### config.mk
export PLATFORM = sky130hd
export DESIGN_NAME = keypad_code_lock
export DESIGN_NICKNAME = d
export VERILOG_FILES = /design/src/rtl/kcl_pkg.sv /design/src/rtl/keypad_code_lock.sv
export SDC_FILE = /design/constraint.sdc
export NUM_CORES = 1
export LEC_CHECK = 0
export BUFFER_PORTS_ARGS = -buffer_cell sky130_fd_sc_hd__buf_2
export CELL_PAD_IN_SITES_DETAIL_PLACEMENT = 0
export CELL_PAD_IN_SITES_GLOBAL_PLACEMENT = 1
export CORE_ASPECT_RATIO = 0.9
export CORE_MARGIN = 2
export CORE_UTILIZATION = 45
export DETAILED_ROUTE_END_ITERATION = 16
export PLACE_DENSITY_LB_ADDON = 0.1
export SYNTH_ARGS = -nofsm -noshare
export SYNTH_HDL_FRONTEND = slang
export SYNTH_SLANG_ARGS = --single-unit
### constraint.sdc
create_clock -name clk_i -period 2 [get_ports clk_i]
set_clock_uncertainty 0.1 [all_clocks]
set_input_delay 0.4 -clock clk_i [delete_from_list [all_inputs] [get_ports clk_i]]
set_output_delay 0.4 -clock clk_i [all_outputs]
set_load 0.05 [all_outputs]
### src/rtl/kcl_pkg.sv
// Package for the keypad code lock: key layout, codes and result type.
package kcl_pkg;

  localparam int unsigned CodeLen   = 4;
  localparam int unsigned CharW     = 8;
  localparam int unsigned CodeW     = CodeLen * CharW;
  localparam int unsigned KeyW      = 4;
  localparam int unsigned CountW    = $clog2(CodeLen);
  localparam int unsigned CfgIdxW   = 1;

  localparam logic [CodeW-1:0] ResetCode = 32'h3131_3131;
  localparam logic [CharW-1:0] StarChar  = 8'h2A;
  localparam logic [CharW-1:0] NullChar  = 8'h00;

  localparam logic [CfgIdxW-1:0] CfgIdCode   = 1'b0;
  localparam logic [CfgIdxW-1:0] CfgPassCode = 1'b1;

  typedef enum logic [1:0] {
    VerdictNone    = 2'd0,
    VerdictGranted = 2'd1,
    VerdictDenied  = 2'd2
  } verdict_e;

  typedef struct packed {
    logic [CharW-1:0] echo_char;
    logic             in_pass_phase;
    verdict_e         verdict;
    logic             unlocked;
  } result_t;

  function automatic logic [CharW-1:0] key_char(input logic [KeyW-1:0] key);
    logic [CharW-1:0] ch;
    case (key)
      4'd0:    ch = "7";
      4'd1:    ch = "8";
      4'd2:    ch = "9";
      4'd3:    ch = "/";
      4'd4:    ch = "4";
      4'd5:    ch = "5";
      4'd6:    ch = "6";
      4'd7:    ch = "*";
      4'd8:    ch = "1";
      4'd9:    ch = "2";
      4'd10:   ch = "3";
      4'd11:   ch = "-";
      4'd12:   ch = "C";
      4'd13:   ch = "0";
      4'd14:   ch = "=";
      4'd15:   ch = "+";
      default: ch = NullChar;
    endcase
    return ch;
  endfunction

endpackage

### src/rtl/keypad_code_lock.sv
// Keypad code lock: ID and password entry, code compare and result buffering.
// Results are registered in the head register, or in the skid entry while the head waits.
// Throughput: one key press per cycle; a two-entry output buffer keeps the input
// open while one result waits, and stall rises only when both entries are full.
// Reset: ID phase, character count zero, locked, both codes 0x31313131 ("1111"),
// output buffer empty; the character buffers are written before they are read.
module keypad_code_lock (
  input  logic                              clk_i,
  input  logic                              rst_ni,
  input  logic                              cfg_we_i,
  input  logic [kcl_pkg::CfgIdxW-1:0]       cfg_index_i,
  input  logic [kcl_pkg::CodeW-1:0]         cfg_data_i,
  input  logic                              in_valid_i,
  output logic                              in_stall_o,
  input  logic [kcl_pkg::KeyW-1:0]          key_index_i,
  output logic                              out_valid_o,
  input  logic                              out_stall_i,
  output logic [kcl_pkg::CharW-1:0]         echo_char_o,
  output logic                              in_pass_phase_o,
  output logic [1:0]                        verdict_o,
  output logic                              unlocked_o
);

  logic [kcl_pkg::CodeW-1:0]  id_code_q, pass_code_q;
  logic                       pass_phase_q, pass_phase_d;
  logic [kcl_pkg::CountW-1:0] count_q, count_d;
  logic                       granted_q, granted_d;
  logic [kcl_pkg::CharW-1:0]  id_buf_q   [kcl_pkg::CodeLen];
  logic [kcl_pkg::CharW-1:0]  pass_buf_q [kcl_pkg::CodeLen];

  kcl_pkg::result_t out_q, out_d, skid_q, skid_d, res;
  logic             out_valid_q, out_valid_d, skid_valid_q, skid_valid_d;
  logic             push, pop, last;
  logic [kcl_pkg::CharW-1:0] ch;
  logic [kcl_pkg::CodeW-1:0] id_word, pass_word;

  assign push = in_valid_i && !in_stall_o;
  assign pop  = out_valid_q && !out_stall_i;
  assign ch   = kcl_pkg::key_char(key_index_i);
  assign last = (count_q == kcl_pkg::CountW'(kcl_pkg::CodeLen - 1));

  assign id_word   = {id_buf_q[3], id_buf_q[2], id_buf_q[1], id_buf_q[0]};
  assign pass_word = {ch, pass_buf_q[2], pass_buf_q[1], pass_buf_q[0]};

  // Key press handling and result.
  always_comb begin
    pass_phase_d = pass_phase_q;
    count_d      = count_q;
    granted_d    = granted_q;
    res          = '{echo_char: kcl_pkg::NullChar, in_pass_phase: 1'b0,
                     verdict: kcl_pkg::VerdictNone, unlocked: 1'b1};
    if (!granted_q) begin
      count_d = count_q + 1'b1;
      if (!pass_phase_q) begin
        res.echo_char = ch;
        if (last) begin
          pass_phase_d = 1'b1;
        end
      end else begin
        res.echo_char = kcl_pkg::StarChar;
        if (last) begin
          if (id_word == id_code_q && pass_word == pass_code_q) begin
            granted_d   = 1'b1;
            res.verdict = kcl_pkg::VerdictGranted;
          end else begin
            pass_phase_d = 1'b0;
            res.verdict  = kcl_pkg::VerdictDenied;
          end
        end
      end
      res.in_pass_phase = pass_phase_d && !granted_d;
      res.unlocked      = granted_d;
    end
  end

  always_ff @(posedge clk_i or negedge rst_ni) begin
    if (!rst_ni) begin
      id_code_q    <= kcl_pkg::ResetCode;
      pass_code_q  <= kcl_pkg::ResetCode;
      pass_phase_q <= 1'b0;
      count_q      <= '0;
      granted_q    <= 1'b0;
    end else begin
      if (cfg_we_i) begin
        case (cfg_index_i)
          kcl_pkg::CfgIdCode:   id_code_q   <= cfg_data_i;
          kcl_pkg::CfgPassCode: pass_code_q <= cfg_data_i;
          default: ;
        endcase
      end
      if (push) begin
        pass_phase_q <= pass_phase_d;
        count_q      <= count_d;
        granted_q    <= granted_d;
      end
    end
  end

  always_ff @(posedge clk_i) begin
    if (push && !granted_q) begin
      if (!pass_phase_q) begin
        id_buf_q[count_q] <= ch;
      end else begin
        pass_buf_q[count_q] <= ch;
      end
    end
  end

  // Two-entry output buffer: head register plus skid entry.
  always_comb begin
    out_d        = out_q;
    skid_d       = skid_q;
    out_valid_d  = out_valid_q;
    skid_valid_d = skid_valid_q;
    if (!out_valid_q || pop) begin
      out_valid_d  = skid_valid_q || push;
      out_d        = skid_valid_q ? skid_q : res;
      skid_valid_d = skid_valid_q && push;
      if (skid_valid_q && push) begin
        skid_d = res;
      end
    end else if (push) begin
      skid_valid_d = 1'b1;
      skid_d       = res;
    end
  end

  always_ff @(posedge clk_i or negedge rst_ni) begin
    if (!rst_ni) begin
      out_valid_q  <= 1'b0;
      skid_valid_q <= 1'b0;
    end else begin
      out_valid_q  <= out_valid_d;
      skid_valid_q <= skid_valid_d;
    end
  end

  always_ff @(posedge clk_i) begin
    out_q  <= out_d;
    skid_q <= skid_d;
  end

  assign in_stall_o      = skid_valid_q;
  assign out_valid_o     = out_valid_q;
  assign echo_char_o     = out_q.echo_char;
  assign in_pass_phase_o = out_q.in_pass_phase;
  assign verdict_o       = out_q.verdict;
  assign unlocked_o      = out_q.unlocked;

endmodule
# After elaboration in Yosys (flattened, before gate mapping)
# Memory sizes are Yosys's and may differ from the RTL's.
# Index checks and enable logic that the tools add are counted.
[totals]
rom_bits = 112
word_cells = 69
register_bits = 94
mem_bits_rw = 64
n_memories = 3
out_inout_bits = 14
[classes]
mux = 26
bitwise_logic = 2
eq_ne = 4
addsub = 1
reduce_logical = 18
[mem_list]
columns = ["name", "words", "width", "read_ports", "rd_clocked_by_memory_dff", "write_ports", "line", "rtl"]
rows = [
  ["(no name shown)", 16, 7, 1, 0, 0, "kcl_pkg.sv:33", "case (key)"],
  ["id_buf_q", 4, 8, 4, 0, 1, "keypad_code_lock.sv:28", "logic [kcl_pkg::CharW-1:0] id_buf_q [kcl_pkg::CodeLen];"],
  ["pass_buf_q", 4, 8, 3, 0, 1, "keypad_code_lock.sv:29", "logic [kcl_pkg::CharW-1:0] pass_buf_q [kcl_pkg::CodeLen];"],
]
[op_table]
columns = ["cell", "count"]
rows = [
  ["$eq A32 B32 Y1", 2],
  ["$mux W12", 5],
  ["$mux W1", 17],
  ["$mux W8", 1],
  ["$reduce_and A2 Y1", 4],
  ["$logic_and A1 B1 Y1", 6],
  ["$mux W2", 3],
  ["$logic_not A1 Y1", 5],
  ["$add A2 B1 Y2 const B", 1],
  ["$eq A2 B2 Y1 const B", 1],
  ["$logic_or A1 B1 Y1", 2],
  ["$ne A2 B1 Y1 const B", 1],
  ["$not A1 Y1", 2],
  ["$reduce_bool A2 Y1", 1],
]

# Depth between registers and ports, before layout
# Gate-level depths: netlist of run 1.
# An unclocked memory read counts as a cell.
[logic_depth]
depth_word = 12
depth_mapped = 8
depth_no_buf = 8

# Least setup slack after synthesis of run 1
# OpenSTA, ideal clock, no wires.
[synth_path]
kind = "input to register"
from = "in key_index_i[0] (netlist name)"
to = "reg out_q, in the netlist verdict_o[1] (data pin)"
setup_slack_ns = -0.422
t_arrival_ns = 2.065
t_required_ns = 1.644
stages = 7
n_path_buf = 0
cell_sequence = "inv_1 ha_1 mux4_1 xnor2_1 a211oi_1 nand3_1 a22o_1"
[synth_via]
elab_chain_cells = 8
[synth_rtl]
columns = ["element", "line", "rtl"]
rows = [
  ["start: declaration", "keypad_code_lock.sv:15", "input logic [kcl_pkg::KeyW-1:0] key_index_i,"],
  ["$mem_v2 Z16 W7", "--", ""],
  ["$eq A32 B32 Y1", "keypad_code_lock.sv:62", "if (id_word == id_code_q && pass_word == pass_code_q) begin"],
  ["$logic_and A1 B1 Y1", "keypad_code_lock.sv:62", ""],
  ["$mux W2", "keypad_code_lock.sv:62", ""],
  ["$mux W2", "keypad_code_lock.sv:61", "if (last) begin"],
  ["$mux W2", "keypad_code_lock.sv:54", "if (!pass_phase_q) begin"],
  ["$mux W12", "keypad_code_lock.sv:52", "if (!granted_q) begin"],
  ["$mux W12", "keypad_code_lock.sv:117", "out_d = skid_valid_q ? skid_q : res;"],
  ["end signal: assignment", "keypad_code_lock.sv:139", "out_q <= out_d;"],
  ["end: declaration", "keypad_code_lock.sv:31", "kcl_pkg::result_t out_q, out_d, skid_q, skid_d, res;"],
]
# Every way passes these cells.
# A chain may end at the register's enable or synchronous reset.

==> impl_metrics.env, run 1 <==
export IMPL_hp_start="cfg_data_i[18]"
export IMPL_hold_path_endpoint="pass_code_q[18]$_DFFE_PN0P_"
export IMPL_antenna_found_initial=0
export IMPL_yosysTopAreaCell="edfxtp_1"
export IMPL_synth_compound_area_share_pct=2.64
export IMPL_final_cell_mix="edfxtp_1 (71), mux2_2 (68), buf_2 (54)"
export IMPL_synth_edf_count=71
export IMPL_max_vdd_ir_drop_mv=0.784
export IMPL_synth_seq_area_share_pct=63.9
export IMPL_io_pins=56
export IMPL_status="finished with violations"
export IMPL_async_flop_share_pct=49.6
export IMPL_clock_path_buffers=2
export IMPL_wl_per_cell_um=18.4
export IMPL_drv_slew=0
export IMPL_first_pass_iters=4
export IMPL_syn2layout_area_growth_pct=22.4
export IMPL_cts_made_buffers=17
export IMPL_die_x_um=127
export IMPL_syn_inst=408
export IMPL_layout_commonest_cell="edfxtp_1"
export IMPL_clk_latency_ps=420
export IMPL_avgViaCountPerCell=5.05
export IMPL_synth_top_cell_area_share_pct=34.8
export IMPL_maxCapViolations=0
export IMPL_clkTransAtPathRegs_ps=50
export IMPL_worstSetupPathType="flop to flop"
export IMPL_setup_violations_final=8
export IMPL_crit_path_end_kind="flop"
export IMPL_report_final_hold_viol_count=0
export IMPL_synth_simple_gate_area_share_pct=7.56
export IMPL_rrSetupSlack_ps=-260
export IMPL_timing_rr_end="skid_q[2]$_DFFE_PP_"
export IMPL_worst_path_max_fanout=3
export IMPL_hold_path_depth=2
export IMPL_worst_slack_ps=-264
export IMPL_grt_start_max_net_pins=71
export IMPL_synth_mux_area_share_pct=13.3
export IMPL_diodes=0
export IMPL_fin_nets=564
export IMPL_syn_avg_cell_area_um2=15.0
export IMPL_rsz0062_at_grt="true"
export IMPL_root_buffer="clkbuf_16"
export IMPL_cts_sinks=141
export IMPL_finalWeightedCongestion=0.763
export IMPL_htree_levels=4
export IMPL_dp_cells=657
export IMPL_die_area_mm2=0.0146
export IMPL_netlist_area_mm2=0.00612
export IMPL_postPlaceCellArea_mm2=0.00690
export IMPL_power_density_mw_per_mm2=1090
export IMPL_grt_overflow_total=0
export IMPL_num_rows=40
export IMPL_p_leak_uw=0.00302
export IMPL_synth_adder_area_share_pct=2.25
export IMPL_required_ps=2060
export IMPL_synth_ff_type="edfxtp_1"
export IMPL_num_vias=3497
export IMPL_reg2regPathDepth=7
export IMPL_layout_worst_path_cycle_share_pct=113
export IMPL_fin_hold_ws_ps=129
export IMPL_r2r_start="pass_code_q[0]$_DFFE_PN1P_"
export IMPL_violations="setup timing"
export IMPL_hpwlAfterDp_um=8800
export IMPL_first_iter_violations=202
export IMPL_yosys_warnings=0
export IMPL_ys_ff_latch=141
export IMPL_hp_class="input port to flop"
export IMPL_core_area_mm2=0.0133
export IMPL_cts_tree="built"
export IMPL_routed_wirelength_um=12700
export IMPL_fin_setup_tns_ps=-1520
export IMPL_synth_xor_area_share_pct=8.01
export IMPL_grt_pass1_vias=3697
export IMPL_max_freq_mhz=442
export IMPL_start_util_pct=46.0
export IMPL_drc_errors=0
export IMPL_synthesis_nets=461
export IMPL_final_util_pct=56.3
export IMPL_grt_pass1_wl_um=20200
export IMPL_die_y_um=115
export IMPL_ys_top_cells_by_area="edfxtp_1 (35%), dfrtp_1 (19%), mux2_2 (13%)"
export IMPL_ys_types=49
export IMPL_layout_cells_non_filler=692
export IMPL_ant_nets=0
export IMPL_drive_gt1_share_pct=45.4
export IMPL_cp_data_arrival_time_ps=2320
export IMPL_synth_top_family_by_area="multiplexers"
export IMPL_fin_area_mm2=0.00749
export IMPL_numPortBuffers=54
export IMPL_start_kind="flop"
export IMPL_grtUsageTotal_pct=18.9
export IMPL_fin_crit_ps=2260
-- worst max-delay path, cell delays in order, from the launching register on --
cell and delay (ps):
dfstp_2 540, xor2_1 100, nor4_2 260, buf_4 160, nand4_1 190, nor4_1 320
nand3_1 160, nor3b_2 200
-- synthesized netlist by cell type, drive strengths merged (5+ instances only) --
cell type and number:
and3 9, nor2 16, o31ai 5, ha 11, nor4 13, dfrtp 46, edfxtp 71, inv 10
nand2 12, xnor2 12, dfstp 24, mux2 68, nand4 5, xor2 44, buf 12
-- worst max-delay path by stage --
stage	from	cells after the start	to
2_1_floorplan	key_index_i[0]	7	verdict_o[1]$_DFFE_PN_
3_3_place_gp	key_index_i[0]	10	verdict_o[0]$_DFFE_PN_
3_5_place_dp	key_index_i[0]	10	verdict_o[0]$_DFFE_PN_
4_1_cts	id_code_q[25]$_DFFE_PN0P_	7	verdict_o[1]$_DFFE_PN_
5_1_grt	id_code_q[25]$_DFFE_PN0P_	7	verdict_o[1]$_DFFE_PN_
6_report	pass_code_q[0]$_DFFE_PN1P_	7	skid_q[2]$_DFFE_PP_
-- cells by family after synthesis --
logic type,count (synthesis)
flops,141
simple gates,81
mux,71
xor+xnor,56
buf+inv,25
compound gates,22
fa+ha+maj,11
other cells,1
-- what timing repair did --
item	CTS	global route
endpoints found under the hold margin	46	0
buffers inserted	2	0
endpoints found under the setup margin	8	8
hold buffers	1	0
pin swaps	5	2
gates resized for setup	4	1
-- power breakdown --
| part | internal [uW] | switching (uW) |
|---|---|---|
| Clock | 1820 | 1120 |
| Sequential | 3570 | 223 |
| Combinational | 622 | 831 |
-- flip-flops by register name, summed over array words and instances, names as in the netlist --
register         cells
granted_q            1
verdict_o            2
skid_q              11
id_buf_q            28
count_q              2
unlocked_o           1
pass_buf_q          21
out_valid_o          1
pass_code_q         32
in_pass_phase_o      1
in_stall_o           1
id_code_q           32
echo_char_o          7
pass_phase_q         1
-- area by class of cell --
type | instances | area [um^2]
well taps | 168 | 210
clock buffers | 23 | 448
inverters | 10 | 45.0
flip-flops and latches | 141 | 3910
clock inverters | 9 | 95.1
repair buffers | 99 | 648
multi-input cells | 242 | 2130
fillers | 1083 | 5820
-- metal layers --
metal	up-vias	GRT usage, %	wire length (um)
li1	1690	-	-
met1	1740	24.3	5670
met2	58	31.5	6420
met3	9	5.89	517
met4	0	4.91	89
met5	-	0	0
-- per-stage QoR --
stage	power, uW	setup slack, ps
3_3_place_gp	5270	-500
6_report	8180	-264
5_1_grt	8580	-320
3_5_place_dp	5300	-548
2_1_floorplan	4760	-227
4_1_cts	8270	-225
Note: power is estimated with default switching activity, not from simulation.
==> run 2, diff against run 1 <==
CORE_MARGIN = default   (was 2)
==> run 2 against run 1 <==
  * Largest cell class unchanged
  * Register-to-register slack gained 40 ps
  * Core utilization grew 0.59 points
  * Highest routed layer unchanged
  * The run ends with DRC, setup timing left
  * Hold slack gained 0.87 ps
  * Setup slack gained 43 ps
  * Count of clock-buffer cells in the layout shrank 4
  * Sequential share of layout area shrank 0.54 points
  * Clock power grew 6%
  * Combinational power is essentially flat
  * Routed wire length shrank 0.57%
  * Global-route usage grew 0.60 points
  * Sequential power is essentially flat
==> impl_metrics.env, run 2 (same netlist as run 1, synthesis figures left out) <==
export IMPL_status="finished with violations"
export IMPL_violations="DRC, setup timing"
export IMPL_clock_path_buffers=2
export IMPL_seqCellArea_mm2=0.00391
export IMPL_required_ps=2070
export IMPL_antenna_found_initial=0
export IMPL_ant_nets=0
export IMPL_worst_slack_ps=-221
export IMPL_diodes=0
export IMPL_root_buffer="clkbuf_16"
export IMPL_first_iter_violations=178
export IMPL_reg2regPathDepth=7
export IMPL_worst_path_max_fanout=3
export IMPL_start_util_pct=46.0
export IMPL_htree_levels=4
export IMPL_drv_slew=0
export IMPL_layout_commonest_cell="edfxtp_1"
export IMPL_first_pass_iters=10
export IMPL_drive_gt1_share_pct=47.3
export IMPL_multi_input_comb_area_mm2=0.00216
export IMPL_hold_path_depth=3
export IMPL_max_freq_mhz=450
export IMPL_pre_cts_ws_ps=-672
export IMPL_start_kind="flop"
export IMPL_grt_pass1_wl_um=20100
export IMPL_core_area_mm2=0.0133
export IMPL_hpwlAfterDp_um=8840
export IMPL_finalWeightedCongestion=0.779
export IMPL_die_area_mm2=0.0141
export IMPL_grt_overflow_total=0
export IMPL_cts_made_buffers=17
export IMPL_fin_crit_ps=2220
export IMPL_cp_data_arrival_time_ps=2290
export IMPL_io_pins=56
export IMPL_max_vdd_ir_drop_mv=0.661
export IMPL_rrSetupSlack_ps=-220
export IMPL_clkTransAtPathRegs_ps=60
export IMPL_die_y_um=113
export IMPL_nFillCells=1114
export IMPL_hold_path_endpoint="out_valid_o$_DFFE_PN0N_"
export IMPL_cts_sinks=141
export IMPL_final_cell_mix="edfxtp_1 (71), mux2_2 (68), buf_2 (54)"
export IMPL_grtUsageTotal_pct=19.5
export IMPL_grt_pass1_vias=3695
export IMPL_power_density_mw_per_mm2=1110
export IMPL_grt_start_max_net_pins=71
export IMPL_drc_errors=8
export IMPL_syn2layout_area_growth_pct=23.7
export IMPL_fin_nets=564
export IMPL_num_vias=3515
export IMPL_num_rows=40
export IMPL_timing_rr_end="verdict_o[1]$_DFFE_PN_"
export IMPL_worstSetupPathType="flop to flop"
export IMPL_p_leak_uw=0.00305
export IMPL_numPortBuffers=54
export IMPL_die_x_um=125
export IMPL_hp_class="input port to flop"
export IMPL_layout_worst_path_cycle_share_pct=111
export IMPL_clk_latency_ps=410
export IMPL_rsz0062_at_grt="true"
export IMPL_largestRegisters="id_code_q: 32 flops, pass_code_q: 32 flops, id_buf_q: 28 flops"
export IMPL_fin_setup_tns_ps=-1150
export IMPL_avgViaCountPerCell=5.08
export IMPL_cts_tree="built"
export IMPL_setup_violations_final=8
export IMPL_wl_per_cell_um=18.2
export IMPL_routed_wirelength_um=12600
export IMPL_hp_start="in_valid_i"
export IMPL_r2r_start="id_code_q[30]$_DFFE_PN0P_"
export IMPL_report_final_hold_viol_count=0
export IMPL_maxCapViolations=0
export IMPL_crit_path_end_kind="flop"
==> run 2: how the worst max path moves through the flow <==
stage	startpoint	endpoint	cells after the start
floorplan	key_index_i[0]	verdict_o[1]$_DFFE_PN_	7
global placement	key_index_i[1]	verdict_o[0]$_DFFE_PN_	10
detailed placement	key_index_i[0]	verdict_o[0]$_DFFE_PN_	10
CTS	id_code_q[21]$_DFFE_PN1P_	verdict_o[1]$_DFFE_PN_	7
global route	id_code_q[13]$_DFFE_PN1P_	verdict_o[1]$_DFFE_PN_	7
finish	id_code_q[30]$_DFFE_PN0P_	verdict_o[1]$_DFFE_PN_	7
==> run 2: cell type report <==
class	count	share of cell area (%)
Sequential cell	141	51.7
Multi-Input combinational cell	242	28.6
Timing Repair Buffer	99	8.61
Clock buffer	19	5.85
Tap cell	168	2.78
Clock inverter	13	1.93
Inverter	10	0.595
==> run 2: routing by layer <==
metal | vias up | wire, um | GRT usage [%] | part of all wire (%)
met2 | 61 | 6240 | 31.6 | 49
met1 | 1771 | 5820 | 25.7 | 46
met3 | 4 | 502 | 5.48 | 4.0
met5 | - | 0 | 0 | 0
met4 | 0 | 55 | 5.85 | 0.44
li1 | 1679 | - | - | -
==> run 2: critical path: stages (launching register included) <==
cell and delay (ps):
dfrtp_1 390, xor2_1 170, nor4_1 290, buf_4 160, nand4_1 180, nor4_1 320, nand3_1 150, a22o_1 210
==> run 2: metrics by stage <==
| stage | total power (uW) | util, % | hold WS (ps) | std cells | instance area, um^2 |
|---|---|---|---|---|---|
| after floorplan | 4760 | - | 4.41 | 408 | 6160 |
| after global placement | 5250 | 51.8 | 358 | 657 | 6900 |
| after detailed placement | 5290 | 51.8 | 362 | 657 | 6900 |
| after CTS | 8490 | 56.8 | 107 | 692 | 7570 |
| after global routing | 8740 | 56.9 | 114 | 692 | 7570 |
| final | 8370 | 56.9 | 130 | 692 | 7570 |
==> run 2: timing repair <==
action	CTS	global route
resized for setup	10	1
endpoints found under the setup margin	8	8
pin swaps	7	1
buffers inserted	2	0
endpoints found under the hold margin	46	0
hold buffers	1	0
==> run 2: power breakdown <==
part | switching, uW | internal (uW) | total, uW | leakage (uW)
Clock | 1160 | 1980 | 3130 | 0.000288
Sequential | 215 | 3570 | 3790 | 0.00144
Combinational | 831 | 622 | 1450 | 0.00132
